==> src/rtl/sorted_free_list_allocator_top_defines.svh <==
// Assertion macros shared by the allocator RTL.
`ifndef SORTED_FREE_LIST_ALLOCATOR_TOP_DEFINES_SVH
`define SORTED_FREE_LIST_ALLOCATOR_TOP_DEFINES_SVH

// Same-cycle implication, checked out of reset.
`define SFA_ASSERT_IMP(name, ante, cons) \
	name: assert property (@(posedge clk) disable iff (!arst_n) (ante) |-> (cons)) \
		else $error("sfa check failed");

// Next-cycle implication, checked out of reset.
`define SFA_ASSERT_NXT(name, ante, cons) \
	name: assert property (@(posedge clk) disable iff (!arst_n) (ante) |=> (cons)) \
		else $error("sfa check failed");

`endif

==> src/rtl/sfa_pkg.sv <==
// Package with types, constants and states of the free-list allocator.
package sfa_pkg;
	localparam int ARENA_UNITS  = 4096;
	localparam int HEADER_UNITS = 16;
	localparam int AW = $clog2(ARENA_UNITS);
	localparam int SW = AW + 1;
	localparam int EW = 13;

	localparam logic [2:0] ST_OK        = 3'd0;
	localparam logic [2:0] ST_TOO_BIG   = 3'd1;
	localparam logic [2:0] ST_NO_FIT    = 3'd2;
	localparam logic [2:0] ST_NULL_FREE = 3'd3;
	localparam logic [2:0] ST_NOT_OCC   = 3'd4;

	localparam logic [1:0] FIT_FIRST = 2'd0;
	localparam logic [1:0] FIT_BEST  = 2'd1;
	localparam logic [1:0] FIT_WORST = 2'd2;

	localparam logic REQ_ALLOC = 1'b0;
	localparam logic REQ_FREE  = 1'b1;

	typedef struct packed {
		logic          occupied;
		logic          has_next;
		logic [AW-1:0] next;
		logic [SW-1:0] size;
	} hdr_t;

	localparam int HW = $bits(hdr_t);

	typedef struct packed {
		logic          we;
		logic [AW-1:0] addr;
		hdr_t          data;
	} wr_t;

	typedef struct packed {
		logic clearing;
		logic idle;
	} stat_t;

	typedef enum logic [3:0] {
		S_CLEAR, S_IDLE, S_START, S_FCHK, S_WALK,
		S_A_SPLIT, S_A_CAND, S_A_PREV, S_F_WHD, S_F_WPREV, S_DONE
	} state_t;
endpackage

==> src/rtl/sfa_req_if.sv <==
// Request channel interface of the allocator.
interface sfa_req_if;
	logic                  valid;
	logic                  ready;
	logic                  req_type;
	logic [sfa_pkg::EW-1:0] element_size;
	logic [sfa_pkg::EW-1:0] element_count;
	logic [11:0]           release_offset;

	modport source (output valid, req_type, element_size, element_count, release_offset,
		input ready);
	modport sink (input valid, req_type, element_size, element_count, release_offset,
		output ready);
endinterface

==> src/rtl/sfa_rsp_if.sv <==
// Response channel interface of the allocator.
interface sfa_rsp_if;
	logic        valid;
	logic        ready;
	logic [2:0]  status;
	logic [11:0] payload_offset;

	modport source (output valid, status, payload_offset, input ready);
	modport sink (input valid, status, payload_offset, output ready);
endinterface

==> src/rtl/sfa_ctrl.sv <==
// Sequencer that walks the free list in header memory and updates it.
module sfa_ctrl (
	input  logic                   clk,
	input  logic                   arst_n,
	input  logic                   cfg_we,
	input  logic [1:0]             cfg_wdata,
	sfa_req_if.sink                req,
	sfa_rsp_if.source              rsp,
	output sfa_pkg::wr_t           wr,
	output logic [sfa_pkg::AW-1:0] raddr,
	input  sfa_pkg::hdr_t          rdata,
	output sfa_pkg::stat_t         stat
);
	localparam int AW = sfa_pkg::AW;
	localparam int SW = sfa_pkg::SW;
	localparam int EW = sfa_pkg::EW;
	localparam int PW = 2 * EW;

	sfa_pkg::state_t state_q, state_d;

	logic [1:0]    policy_q;
	logic [AW-1:0] clr_q;
	logic [AW-1:0] head_q;
	logic          head_ok_q;

	logic          type_q;
	logic [PW-1:0] prod_q;
	logic [11:0]   off_q;

	logic [AW-1:0]    cur_q, prev_q, cand_q, cand_prev_q;
	logic             cur_ok_q, prev_ok_q, cand_prev_ok_q, found_q;
	sfa_pkg::hdr_t    prev_hdr_q, cand_hdr_q, cand_prev_hdr_q, cur_hdr_q, hd_hdr_q;

	logic [2:0]    res_st_q;
	logic [11:0]   res_off_q;
	logic          out_valid_q;
	logic [2:0]    out_st_q;
	logic [11:0]   out_off_q;

	// Derived request values.
	logic [EW-1:0]   cnt_eff;
	logic [SW-1:0]   size;
	logic [AW-1:0]   hd;
	logic            fits, take, first_kind, walk_stop;
	logic [AW+1:0]   split_sum;
	logic            split_ok;
	logic [AW-1:0]   split_addr;
	logic            nxt_ok;
	logic [AW-1:0]   nxt;
	logic            merge_cur, merge_prev;
	sfa_pkg::hdr_t   hd_new;
	logic            out_free;

	assign cnt_eff = (req.element_count == '0) ? EW'(1) : req.element_count;
	assign size    = prod_q[SW-1:0];
	assign hd      = AW'(off_q - 12'(sfa_pkg::HEADER_UNITS));

	// Fit decision for the node being read.
	assign fits       = rdata.size >= size;
	assign first_kind = (policy_q != sfa_pkg::FIT_BEST) && (policy_q != sfa_pkg::FIT_WORST);
	always_comb begin
		take = 1'b0;
		if (fits) begin
			if (!found_q) begin
				take = 1'b1;
			end else if (policy_q == sfa_pkg::FIT_BEST) begin
				take = rdata.size < cand_hdr_q.size;
			end else if (policy_q == sfa_pkg::FIT_WORST) begin
				take = rdata.size > cand_hdr_q.size;
			end
		end
	end
	assign walk_stop = (fits && first_kind) || !rdata.has_next;

	// Split of the chosen block.
	assign split_sum  = (AW+2)'(cand_q) + (AW+2)'(sfa_pkg::HEADER_UNITS) + (AW+2)'(size);
	assign split_ok   = ((AW+2)'(cand_hdr_q.size) >= (AW+2)'(sfa_pkg::HEADER_UNITS) + (AW+2)'(size))
		&& (split_sum < (AW+2)'(sfa_pkg::ARENA_UNITS));
	assign split_addr = split_sum[AW-1:0];
	assign nxt_ok     = split_ok || cand_hdr_q.has_next;
	assign nxt        = split_ok ? split_addr : (cand_hdr_q.has_next ? cand_hdr_q.next : '0);

	// Merges on free.
	assign merge_cur = cur_ok_q && ((AW+2)'(hd) + (AW+2)'(sfa_pkg::HEADER_UNITS)
		+ (AW+2)'(hd_hdr_q.size) == (AW+2)'(cur_q));
	assign merge_prev = prev_ok_q && ((AW+2)'(prev_q) + (AW+2)'(sfa_pkg::HEADER_UNITS)
		+ (AW+2)'(prev_hdr_q.size) == (AW+2)'(hd));
	always_comb begin
		hd_new = hd_hdr_q;
		hd_new.occupied = 1'b0;
		hd_new.has_next = cur_ok_q;
		hd_new.next     = cur_ok_q ? cur_q : '0;
		if (merge_cur) begin
			hd_new.size     = SW'(hd_hdr_q.size + SW'(sfa_pkg::HEADER_UNITS) + cur_hdr_q.size);
			hd_new.has_next = cur_hdr_q.has_next;
			hd_new.next     = cur_hdr_q.next;
		end
	end

	assign out_free = !out_valid_q || rsp.ready;

	// Next state, memory port and handshake.
	always_comb begin
		state_d   = state_q;
		wr        = '0;
		raddr     = cur_q;
		req.ready = 1'b0;
		unique case (state_q)
			sfa_pkg::S_CLEAR: begin
				wr.we   = 1'b1;
				wr.addr = clr_q;
				if (clr_q == '0) begin
					wr.data.size = SW'(sfa_pkg::ARENA_UNITS - sfa_pkg::HEADER_UNITS);
				end
				if (clr_q == '1) begin
					state_d = sfa_pkg::S_IDLE;
				end
			end
			sfa_pkg::S_IDLE: begin
				req.ready = 1'b1;
				if (req.valid) begin
					state_d = sfa_pkg::S_START;
				end
			end
			sfa_pkg::S_START: begin
				if (type_q == sfa_pkg::REQ_ALLOC) begin
					raddr = head_q;
					if (prod_q > PW'(sfa_pkg::ARENA_UNITS) || !head_ok_q) begin
						state_d = sfa_pkg::S_DONE;
					end else begin
						state_d = sfa_pkg::S_WALK;
					end
				end else begin
					raddr = hd;
					if (off_q < 12'(sfa_pkg::HEADER_UNITS)) begin
						state_d = sfa_pkg::S_DONE;
					end else begin
						state_d = sfa_pkg::S_FCHK;
					end
				end
			end
			sfa_pkg::S_FCHK: begin
				raddr = head_q;
				if (!rdata.occupied) begin
					state_d = sfa_pkg::S_DONE;
				end else if (head_ok_q) begin
					state_d = sfa_pkg::S_WALK;
				end else begin
					state_d = sfa_pkg::S_F_WHD;
				end
			end
			sfa_pkg::S_WALK: begin
				raddr = rdata.next;
				if (type_q == sfa_pkg::REQ_ALLOC) begin
					if (walk_stop) begin
						state_d = (found_q || take) ? sfa_pkg::S_A_SPLIT : sfa_pkg::S_DONE;
					end
				end else if (!(cur_q < hd) || !rdata.has_next) begin
					state_d = sfa_pkg::S_F_WHD;
				end
			end
			sfa_pkg::S_A_SPLIT: begin
				wr.we             = split_ok;
				wr.addr           = split_addr;
				wr.data.occupied  = 1'b0;
				wr.data.size      = SW'(cand_hdr_q.size - SW'(sfa_pkg::HEADER_UNITS) - size);
				wr.data.has_next  = cand_hdr_q.has_next;
				wr.data.next      = cand_hdr_q.next;
				state_d           = sfa_pkg::S_A_CAND;
			end
			sfa_pkg::S_A_CAND: begin
				wr.we            = 1'b1;
				wr.addr          = cand_q;
				wr.data.occupied = 1'b1;
				wr.data.size     = split_ok ? size : cand_hdr_q.size;
				state_d          = sfa_pkg::S_A_PREV;
			end
			sfa_pkg::S_A_PREV: begin
				wr.we            = cand_prev_ok_q;
				wr.addr          = cand_prev_q;
				wr.data          = cand_prev_hdr_q;
				wr.data.has_next = nxt_ok;
				wr.data.next     = nxt;
				state_d          = sfa_pkg::S_DONE;
			end
			sfa_pkg::S_F_WHD: begin
				wr.we   = 1'b1;
				wr.addr = hd;
				wr.data = hd_new;
				state_d = sfa_pkg::S_F_WPREV;
			end
			sfa_pkg::S_F_WPREV: begin
				wr.we   = prev_ok_q;
				wr.addr = prev_q;
				wr.data = prev_hdr_q;
				if (merge_prev) begin
					wr.data.size     = SW'(prev_hdr_q.size + SW'(sfa_pkg::HEADER_UNITS)
						+ hd_hdr_q.size);
					wr.data.has_next = hd_hdr_q.has_next;
					wr.data.next     = hd_hdr_q.next;
				end else begin
					wr.data.has_next = 1'b1;
					wr.data.next     = hd;
				end
				state_d = sfa_pkg::S_DONE;
			end
			sfa_pkg::S_DONE: begin
				if (out_free) begin
					state_d = sfa_pkg::S_IDLE;
				end
			end
			default: begin
				state_d = sfa_pkg::S_IDLE;
			end
		endcase
	end

	// State register.
	always_ff @(posedge clk or negedge arst_n) begin
		if (!arst_n) begin
			state_q <= sfa_pkg::S_CLEAR;
		end else begin
			state_q <= state_d;
		end
	end

	// Control registers: policy, clear sweep, list head, output beat.
	always_ff @(posedge clk or negedge arst_n) begin
		if (!arst_n) begin
			policy_q    <= sfa_pkg::FIT_FIRST;
			clr_q       <= '0;
			head_q      <= '0;
			head_ok_q   <= 1'b1;
			out_valid_q <= 1'b0;
		end else begin
			if (cfg_we) begin
				policy_q <= cfg_wdata;
			end
			if (state_q == sfa_pkg::S_CLEAR) begin
				clr_q <= clr_q + AW'(1);
			end
			if (state_q == sfa_pkg::S_A_PREV && !cand_prev_ok_q) begin
				head_ok_q <= nxt_ok;
				head_q    <= nxt;
			end
			if (state_q == sfa_pkg::S_F_WPREV && !prev_ok_q) begin
				head_ok_q <= 1'b1;
				head_q    <= hd;
			end
			if (state_q == sfa_pkg::S_DONE && out_free) begin
				out_valid_q <= 1'b1;
			end else if (rsp.ready) begin
				out_valid_q <= 1'b0;
			end
		end
	end

	// Request datapath and list walk registers.
	always_ff @(posedge clk) begin
		if (state_q == sfa_pkg::S_IDLE && req.valid) begin
			type_q    <= req.req_type;
			prod_q    <= req.element_size * cnt_eff;
			off_q     <= req.release_offset;
			res_st_q  <= sfa_pkg::ST_OK;
			res_off_q <= '0;
		end
		case (state_q)
			sfa_pkg::S_START: begin
				cur_q     <= head_q;
				cur_ok_q  <= head_ok_q;
				prev_ok_q <= 1'b0;
				found_q   <= 1'b0;
				if (type_q == sfa_pkg::REQ_ALLOC) begin
					if (prod_q > PW'(sfa_pkg::ARENA_UNITS)) begin
						res_st_q <= sfa_pkg::ST_TOO_BIG;
					end else if (!head_ok_q) begin
						res_st_q <= sfa_pkg::ST_NO_FIT;
					end
				end else if (off_q == '0) begin
					res_st_q <= sfa_pkg::ST_NULL_FREE;
				end else if (off_q < 12'(sfa_pkg::HEADER_UNITS)) begin
					res_st_q <= sfa_pkg::ST_NOT_OCC;
				end
			end
			sfa_pkg::S_FCHK: begin
				hd_hdr_q <= rdata;
				if (!rdata.occupied) begin
					res_st_q <= sfa_pkg::ST_NOT_OCC;
				end
			end
			sfa_pkg::S_WALK: begin
				if (type_q == sfa_pkg::REQ_ALLOC) begin
					if (take) begin
						found_q         <= 1'b1;
						cand_q          <= cur_q;
						cand_hdr_q      <= rdata;
						cand_prev_q     <= prev_q;
						cand_prev_ok_q  <= prev_ok_q;
						cand_prev_hdr_q <= prev_hdr_q;
					end
					if (walk_stop && !found_q && !take) begin
						res_st_q <= sfa_pkg::ST_NO_FIT;
					end
					prev_q     <= cur_q;
					prev_hdr_q <= rdata;
					prev_ok_q  <= 1'b1;
					cur_q      <= rdata.next;
				end else if (cur_q < hd) begin
					prev_q     <= cur_q;
					prev_hdr_q <= rdata;
					prev_ok_q  <= 1'b1;
					cur_q      <= rdata.next;
					cur_ok_q   <= rdata.has_next;
				end else begin
					cur_hdr_q <= rdata;
					cur_ok_q  <= cur_q > hd;
				end
			end
			sfa_pkg::S_A_PREV: begin
				res_off_q <= 12'(cand_q + AW'(sfa_pkg::HEADER_UNITS));
			end
			sfa_pkg::S_F_WHD: begin
				hd_hdr_q <= hd_new;
			end
			sfa_pkg::S_DONE: begin
				if (out_free) begin
					out_st_q  <= res_st_q;
					out_off_q <= res_off_q;
				end
			end
			default: begin
			end
		endcase
	end

	assign rsp.valid          = out_valid_q;
	assign rsp.status         = out_st_q;
	assign rsp.payload_offset = out_off_q;

	assign stat.clearing = (state_q == sfa_pkg::S_CLEAR);
	assign stat.idle     = (state_q == sfa_pkg::S_IDLE);
endmodule

==> src/flat_wrapper.sv <==
// flat-port wrapper written by rule: the top's interface ports become plain ports
module sfa_ctrl_flat 
  (clk, arst_n, cfg_we, cfg_wdata, wr, raddr, rdata, stat, req_valid, req_req_type, req_element_size, req_element_count, req_release_offset, req_ready, rsp_valid, rsp_status, rsp_payload_offset, rsp_ready);
  sfa_req_if req_i ();
  sfa_rsp_if rsp_i ();
  input  logic clk;
  input  logic arst_n;
  input  logic cfg_we;
  input  logic [1:0] cfg_wdata;
  output sfa_pkg::wr_t wr;
  output logic [sfa_pkg::AW-1:0] raddr;
  input  sfa_pkg::hdr_t rdata;
  output sfa_pkg::stat_t stat;
  input wire logic [$bits(req_i.valid)-1:0] req_valid;
  input wire logic [$bits(req_i.req_type)-1:0] req_req_type;
  input wire logic [$bits(req_i.element_size)-1:0] req_element_size;
  input wire logic [$bits(req_i.element_count)-1:0] req_element_count;
  input wire logic [$bits(req_i.release_offset)-1:0] req_release_offset;
  output wire logic [$bits(req_i.ready)-1:0] req_ready;
  output wire logic [$bits(rsp_i.valid)-1:0] rsp_valid;
  output wire logic [$bits(rsp_i.status)-1:0] rsp_status;
  output wire logic [$bits(rsp_i.payload_offset)-1:0] rsp_payload_offset;
  input wire logic [$bits(rsp_i.ready)-1:0] rsp_ready;
  assign req_i.valid = req_valid;
  assign req_i.req_type = req_req_type;
  assign req_i.element_size = req_element_size;
  assign req_i.element_count = req_element_count;
  assign req_i.release_offset = req_release_offset;
  assign req_ready = req_i.ready;
  assign rsp_valid = rsp_i.valid;
  assign rsp_status = rsp_i.status;
  assign rsp_payload_offset = rsp_i.payload_offset;
  assign rsp_i.ready = rsp_ready;
  sfa_ctrl u_core (.clk(clk), .arst_n(arst_n), .cfg_we(cfg_we), .cfg_wdata(cfg_wdata), .req(req_i), .rsp(rsp_i), .wr(wr), .raddr(raddr), .rdata(rdata), .stat(stat));
endmodule
==> config.mk <==
export PLATFORM = sky130hd
export DESIGN_NAME = sfa_ctrl_flat
export DESIGN_NICKNAME = d
export VERILOG_FILES = /design/src/rtl/sorted_free_list_allocator_top_defines.svh /design/src/rtl/sfa_pkg.sv /design/src/rtl/sfa_req_if.sv /design/src/rtl/sfa_rsp_if.sv /design/src/rtl/sfa_ctrl.sv /design/src/flat_wrapper.sv
export SDC_FILE = /design/constraint.sdc
export NUM_CORES = 1
export LEC_CHECK = 0
export BUFFER_PORTS_ARGS = -buffer_cell sky130_fd_sc_hd__buf_2
export CAP_MARGIN = 20
export CORE_AREA = 5 5 166 328
export DETAILED_ROUTE_END_ITERATION = 10
export DIE_AREA = 0 0 171 333
export SLEW_MARGIN = 20
export SYNTH_ARGS = -nofsm -noshare
export SYNTH_HDL_FRONTEND = slang
export SYNTH_SLANG_ARGS = --single-unit
==> constraint.sdc <==
create_clock -name clk -period 8.1 [get_ports clk]
set_input_delay 1.215 -clock clk [delete_from_list [all_inputs] [get_ports clk]]
set_output_delay 1.215 -clock clk [all_outputs]
set_load 0.05 [all_outputs]
# Yosys cells after proc, flatten, opt, wreduce, memory -nomap -nowiden
# Cells that the tools add are included.
# classes
bitwise_logic,2
add_sub_neg,16
reduce_logical,43
n_eq_ne,27
mul,1
magnitude_cmp,9
n_mux,68
# op_table
cell,n
$mux 12,13
$pmux 13 s6,2
$mux 27,2
$mux 13,4
$pmux 13 s4,1
$pmux 26 s2,1
$mux 4,12
$add 14x13->14,3
$pmux 4 s10,1
$add 12x5->13 const B,3
$pmux 12 s3,1
$eq 14x12->1,2
$mux 3,9
$add 13x13->13,2
$add 13x5->13 const B,2
$gt 26x13->1 const B,1
$mul 13x13->26,1
$mux 26,1
$logic_not 12->1,2
$pmux 12 s2,1
$eq 4x3->1 const B,4
$mux 1,15
$add 5x13->14 const A,1
$ge 13x14->1,1
other kinds (36),81
# totals
wordCells,200
output_inout_bits,71
ff_bits,259

# Logic depth before layout (Yosys ltp)
# Gate-level depths: netlist (run 1).
# logic_depth
word_depth,10
mapped_depth,22

# Worst setup path after synthesis (run 1)
# Ideal clock, no wire load.
# synth_path
kind,input -> register
startpoint,input port rdata[1] (netlist name)
endpoint,register u_core.cand_hdr_q[0] (netlist name) (enable)
path_slack_ns,-1.190
cell_stages,10
arrival_ns,8.642
setup_time_ns,0.648
path_cell_list,ha_1 nor2b_1 o21a_1 o21a_1 o21ai_0 a211oi_1 a21oi_1 nor3b_1 a211oi_1 nor4_1
# synth_between
elab_chain_cells,6
# synth_rtl
item,line_no,text
start: declaration,flat_wrapper.sv:12,input sfa_pkg::hdr_t rdata;
$gt 13x13->1,sfa_ctrl.sv:69,take = rdata.size > cand_hdr_q.size;
$mux 1,sfa_ctrl.sv:68,end else if (policy_q == sfa_pkg::FIT_WORST) begin
$mux 1,sfa_ctrl.sv:66,end else if (policy_q == sfa_pkg::FIT_BEST) begin
$mux 1,sfa_ctrl.sv:64,if (!found_q) begin
$mux 1 (*),sfa_ctrl.sv:63,if (fits) begin
$reduce_and 3->1 (no line) (*),--,
end signal: assignment,sfa_ctrl.sv:296,cand_hdr_q <= rdata;
end: declaration,sfa_ctrl.sv:32,"sfa_pkg::hdr_t prev_hdr_q, cand_hdr_q, cand_prev_hdr_q, cur_hdr_q, hd_hdr_q;"
# Mark *: on every way between the ends. The rest lies on a longest branch, timed or not.
# A chain may end at the register's enable or synchronous reset.

==> results of run 1 <==
worst paths after layout:
| check | from | end | slack, ps | cells past startpoint |
|---|---|---|---|---|
| setup / recovery | u_core.off_q[4]$_DFFE_PP_ | wr[13] | 400 | 20 |
| hold / removal | u_core.res_off_q[1]$_SDFFCE_PN0P_ | u_core.rsp.payload_offset[1]$_DFFE_PP_ | 420 | 0 |
| setup reg to reg | u_core.off_q[4]$_DFFE_PP_ | u_core.hd_hdr_q[13]$_DFFE_PP_ | 2210 | 19 |
| hold reg to reg | u_core.res_off_q[1]$_SDFFCE_PN0P_ | u_core.rsp.payload_offset[1]$_DFFE_PP_ | 420 | 0 |
| max in group asynchronous | arst_n | u_core.head_q[9]$_DFFE_PN0P_ | 6670 | 1 |
| min in group asynchronous | arst_n | u_core.rsp.valid$_DFFE_PN0P_ | 790 | 1 |
registers in the layout (all words and copies together), names as in the netlist, 2 cells and up:
register	cells
u_core.prod_q	26
u_core.cur_hdr_q	26
u_core.prev_hdr_q	14
u_core.hd_hdr_q	26
u_core.cand_q	12
u_core.clr_q	12
u_core.state_q	4
u_core.cand_hdr_q	26
u_core.res_st_q	3
u_core.cur_q	12
u_core.rsp.status	3
u_core.head_q	12
u_core.off_q	12
u_core.rsp.payload_offset	12
u_core.cand_prev_q	12
u_core.prev_q	12
u_core.policy_q	2
u_core.res_off_q	12
u_core.cand_prev_hdr_q	14
cell families after synthesis:
kind of cell    after synthesis  synth area share (%)
mux                          44                  2.02
buf+inv                     369                  6.21
simple gates                699                  14.7
compound gates              492                  14.8
xor+xnor                    133                  5.20
fa+ha+maj                   364                  24.0
flops                       259                  33.1
per-layer routing:
layer / GRT usage (%) / vias to the layer above / share of wire [%] / wire [µm]
li1: - / 8582 / - / -
met1: 27.4 / 9451 / 30 / 26100
met3: 4.81 / 441 / 6.1 / 5260
met4: 27.4 / 12 / 12 / 10400
met5: 0 / - / 0.075 / 65
met2: 54.3 / 999 / 52 / 44700
synthesized netlist by cell type, types with 14 or more instances:
| master | n |
|---|---|
| and3_1 | 14 |
| fa_1 | 128 |
| nor2_1 | 139 |
| xnor2_1 | 84 |
| a222oi_1 | 14 |
| nor4_1 | 15 |
| xor2_1 | 47 |
| nand4_1 | 21 |
| mux2i_1 | 38 |
| nand2_1 | 252 |
| a211oi_1 | 16 |
| nand2b_1 | 15 |
| o21a_1 | 16 |
| ha_1 | 236 |
| inv_1 | 280 |
| o21ai_0 | 107 |
| a22oi_1 | 22 |
| o211ai_1 | 22 |
| nor3_1 | 29 |
| edfxtp_1 | 224 |
| dfrtp_1 | 31 |
| o221ai_1 | 19 |
| clkbuf_1 | 79 |
| a21o_1 | 41 |
| a21oi_1 | 85 |
| a221oi_1 | 19 |
| and2_1 | 107 |
| nand3_1 | 47 |
| a31oi_1 | 16 |
cell usage in the layout, fill, tap and decap left out, types with 16 or more instances in the layout:
cell type,count
nor2_1,137
inv_1,279
o21ai_0,107
buf_2,143
nand4_1,21
a211oi_1,16
nor3_1,26
o221ai_1,19
clkbuf_16,23
a31oi_1,16
xnor2_1,84
a21oi_1,84
buf_4,31
ha_1,236
nand3_1,47
a221oi_1,19
xor2_1,47
and2_1,107
o211ai_1,22
o21a_1,16
a22oi_1,22
mux2i_1,38
a21o_1,41
nand2_1,251
dfrtp_1,31
fa_1,128
edfxtp_1,224
layout make-up:
cell class	instances	share of cell area, %
antenna	4	0.0397
tap	660	3.27
clock buffer	26	2.33
inverter	280	4.17
sequential	259	30.1
timing repair buffer	175	3.80
clock inverter	16	0.739
multi-input combinational	1732	55.6
report_power, final:
group	total, W	internal, W	leakage [nW]	switching, W
Clock	0.00118	0.000628	0.371	0.000557
Combinational	0.00513	0.00183	8.33	0.00330
Sequential	0.00225	0.00185	2.48	0.000393
worst max-delay path: cells and delay by family, from the launching register on:
kind                     cells  cell delay [ps]
AND/OR/NAND/NOR             10             2650
flip-flops                   1              570
XOR/XNOR                     1              360
buffers and inverters        4              960
AO/OA/AOI/OAI                3              770
adder cells (fa/ha/maj)      2              580
timing repair:
| item | in CTS | in global routing |
|---|---|---|
| hold buffers | 0 | 0 |
| setup endpoints to repair | 0 | 14 |
| gates resized for setup | 0 | 2 |
through the flow:
step,instances,total power (W),util (%),hold slack [ps],instance area [µm²]
floorplan,2360,0.00569,-,400,22900
finish,3152,0.00856,49.0,420,25200
detailed placement,3106,0.00733,47.4,405,24400
CTS,3148,0.00853,48.9,421,25200
global route,3149,0.00911,49.0,433,25200
global placement,3106,0.00725,47.4,407,24400
==> flow_metrics.tcl, run 1 <==
set metrics [dict create \
    tightest_slew_ps 984 \
    drc 0 \
    syn_area_um2 22900 \
    via_count 19485 \
    yosysSeqAreaShare_pct 33.1 \
    final_antenna_net_count 0 \
    path_class "reg -> out" \
    synth-edff-count 224 \
    start_kind "register" \
    vias_per_cell 6.18 \
    slowest_stage "edfxtp_1" \
    synth.avg_cell_area_um2 9.72 \
    grt-ovfl-total 0 \
    fin_ws_ps 396 \
    p_leak_nw 11.2 \
    clkTransAtPathRegs_ps 70 \
    setup_viol 0 \
    grt_usage_pct 29.9 \
    synth_flop_cell "edfxtp_1" \
    drive_gt1_share_pct 10.0 \
    fin_crit_sh_pct 95.1 \
    portBuffers 143 \
    cts.sinks 259 \
    finalMaxSlewViolations 0 \
    dp_slack_ps 902 \
    core-area_um2 51500 \
    antenna_found_initial 11 \
    grt_pass1_vias 20107 \
    cp_cell_sequence "inv_1 > ha_1 > nor3b_2 > xor2_1 > inv_1 > or2_2 > nor3_1 > nor3b_1 > ha_1 > a22o_1 > or4_1 > or4_1 > nor4_1 > nand4_1 > nor4_4 > buf_6 > nor3_1 > a21oi_1 > o21ai_1 > buf_2" \
    start_util_pct 44.5 \
    chipWidth_um 171 \
    grt_max_degree 73 \
    syn_to_final_growth_pct 9.99 \
    worstPathRequired_ps 6880 \
    clk_path_buf_depth 3 \
    rsz0062_at_grt "false" \
    cts_made_buffers 23 \
    period_needed_ps 7700 \
    skew_ps 37.9 \
    holdCritPathClass "reg -> reg" \
    wl_per_cell_um 27.4 \
    first_pass_iters 9 \
    synth_nets 2797 \
    synth_top_cell_area_share_pct 29.3 \
    wirelength_mm 86.5 \
    post-cts-setup-buffers 0 \
    dp_hpwl_mm 69.7 \
    crit_path_end_kind "output port" \
    max_stage_delay_ps 570 \
    synthCells 2360 \
    ys_types 78 \
    arrival_ps 6490 \
    cts_tree "done" \
    yosys_warnings 0 \
    critPathMaxFanout 28 \
    nFillCells 4818 \
    finalHoldViolCount 0 \
    drt_first_iter_violations 1690 \
    setup_tns_ps 0 \
    grt_pass1_wl_mm 126 \
    synth.area.top_cells "edfxtp_1 29%, ha_1 13%, fa_1 11%" \
    fmax_ghz 0.130 \
    die_area_um2 56900 \
    cts-root-buf "clkbuf_16" \
    power_density_nw_per_um2 339 \
    maxCapViolCount 0 \
    ir_drop_mv 0.262 \
    cts_htree_levels 1 \
    layout.nets 2908 \
    ioPinCount 144 \
    slew_headroom_pct 34.4 \
    clkLatencyLatePin_ps 590 \
    row_count 118 \
    die_y_um 333 \
    ys_ff_latch 259 \
    status "finished clean" \
    synthArstFlopShare_pct 12.4 \
    gp_congestion 1.02 \
    synth_area_leader_cell "edfxtp_1" \
    seqCellArea_um2 7590 \
    multi_input_comb_area_um2 14000 \
]
No activity file was read; power rests on OpenSTA's default activity.
==> inputs of run 2 (changes only) <==
- BUFFER_PORTS_ARGS: -buffer_cell sky130_fd_sc_hd__buf_2 -> unset
- DONT_BUFFER_PORTS: unset -> 1
==> flow_metrics.tcl, run 2 (synthesis gave the netlist of run 1 again) <==
set metrics [dict create \
    gp_congestion 0.985 \
    grt_max_degree 66 \
    layout.nets 2794 \
    drive_gt1_share_pct 6.23 \
    chipWidth_um 171 \
    fin_crit_sh_pct 95.5 \
    grtUsageMet3_pct 6.68 \
    cts_hold_buf 0 \
    path_class "reg -> out" \
    critical_path.startpoint "u_core.off_q[4]$_DFFE_PP_" \
    maxCapViolCount 0 \
    core-area_um2 51500 \
    clk_path_buf_depth 3 \
    die_area_um2 56900 \
    finalHoldViolCount 0 \
    finalPower_w 0.00853 \
    start_util_pct 44.5 \
    p_leak_nw 10.7 \
    grt_usage_pct 30.2 \
    wirelength_mm 87.7 \
    die_y_um 333 \
    portBuffers 0 \
    cts.sinks 259 \
    reg2reg_to "u_core.hd_hdr_q[23]$_DFFE_PP_" \
    cts_tree "done" \
    period_needed_ps 7740 \
    drc 0 \
    critPathMaxFanout 28 \
    cts_made_buffers 25 \
    holdCritPathClass "in -> async" \
    first_pass_iters 6 \
    vias_per_cell 6.22 \
    ioPinCount 144 \
    r2r_start "u_core.off_q[4]$_DFFE_PP_" \
    final_common_cell "inv_1" \
    setup_tns_ps 0 \
    worstPathRequired_ps 6880 \
    crit_end "wr[3]" \
    crit_path_end_kind "output port" \
    cts-root-buf "clkbuf_16" \
    final_antenna_net_count 0 \
    cts_htree_levels 1 \
    rsz0062_at_grt "false" \
    mostFrequentLayoutCells "279 x inv_1, 251 x nand2_1, 236 x ha_1" \
    syn_to_final_growth_pct 8.28 \
    wl_per_cell_um 28.9 \
    grt-busiest-layer "met2" \
    skew_ps 15.1 \
    start_kind "register" \
    fmax_ghz 0.129 \
    status "finished clean" \
    setup_viol 0 \
    antenna_found_initial 2 \
    via_count 18907 \
    clkLatencyLatePin_ps 580 \
    r2r_slack_ps 2230 \
    slew_headroom_pct 17.6 \
    reg2regPathDepth 19 \
    power_density_nw_per_um2 343 \
    finalMaxSlewViolations 0 \
    grt_pass1_vias 19716 \
    tightest_slew_ps 1230 \
    grt_pass1_wl_mm 126 \
    drt_first_iter_violations 1508 \
    nFillCells 4880 \
    dp_hpwl_mm 71.0 \
    row_count 118 \
    ir_drop_mv 0.273 \
    clkTransAtPathRegs_ps 70 \
    arrival_ps 6520 \
    met2_usage_pct 55.8 \
    use_met1_pct 25.9 \
    grt-ovfl-total 0 \
]
==> run 2: cell types whose count changed in the layout (fill, tap and decap cells not counted), moves of 4 or more <==
cell	before	now
buf_2	143	0
buf_4	31	54
buf_6	1	5
o21ai_0	107	99
o21ai_1	3	7
o21ai_2	0	4
==> run 2: final cells by class <==
cell class / instances / area [µm²] / share of cell area [%]
Antenna cell: 2 / 5.00 / 0.0201
Clock buffer: 28 / 637 / 2.56
Clock inverter: 18 / 196 / 0.791
Inverter: 280 / 1050 / 4.23
Multi-Input combinational cell: 1732 / 14100 / 56.7
Sequential cell: 259 / 7590 / 30.6
Tap cell: 660 / 826 / 3.32
Timing Repair Buffer: 59 / 462 / 1.86
==> run 2: worst min path at each step <==
stage | start | end
after floorplan | u_core.res_off_q[0]$_SDFFCE_PN0P_ | u_core.rsp.payload_offset[0]$_DFFE_PP_
after global placement | u_core.res_off_q[4]$_SDFFCE_PN0P_ | u_core.rsp.payload_offset[4]$_DFFE_PP_
after detailed placement | u_core.res_off_q[4]$_SDFFCE_PN0P_ | u_core.rsp.payload_offset[4]$_DFFE_PP_
after CTS | arst_n | u_core.head_q[7]$_DFFE_PN0P_
after global routing | arst_n | u_core.clr_q[8]$_DFFE_PN0P_
final | arst_n | u_core.state_q[0]$_DFFE_PN0P_
==> run 2: through the flow <==
stage | worst slack [ps] | instances | util (%) | instance area [µm²] | hold WS, ps
finish | 361 | 3038 | 48.2 | 24800 | 328
CTS | 326 | 3036 | 48.2 | 24800 | 298
detailed placement | 1020 | 2990 | 46.6 | 24000 | 405
floorplan | 1120 | 2360 | - | 22900 | 400
global placement | 1110 | 2990 | 46.5 | 24000 | 402
global route | 3.34 | 3036 | 48.2 | 24800 | 316
==> run 2: routing by layer <==
metal,share of wire (%),vias up
li1,-,8367
met1,29,9256
met2,52,893
met3,6.9,391
met4,12,0
met5,0,-
==> run 2: worst max-delay path, stage by stage (launching register included) <==
cell      delay (ps)
edfxtp_1         580
inv_1            190
ha_1             250
nor3b_1          340
xor2_1           360
inv_1            160
or2_2            330
nor3_1           250
nor3b_1          260
ha_1             330
a22o_1           250
or4_1            390
or4_1            410
nor4_1           200
nand4_1          180
nor4_4           230
buf_6            320
mux2i_1          280
o221ai_1         270
buf_4            340
==> run 2: power by group <==
group,internal [W],leakage (nW),switching (W)
logic,0.00180,7.87,0.00323
clock network,0.000672,0.393,0.000575
registers,0.00185,2.48,0.000401
==> run 2: what timing repair did <==
action,4_1_cts,5_1_grt
setup endpoints to repair,0,9
setup buffers,0,0
resized for setup,0,1
hold endpoints to repair,0,0
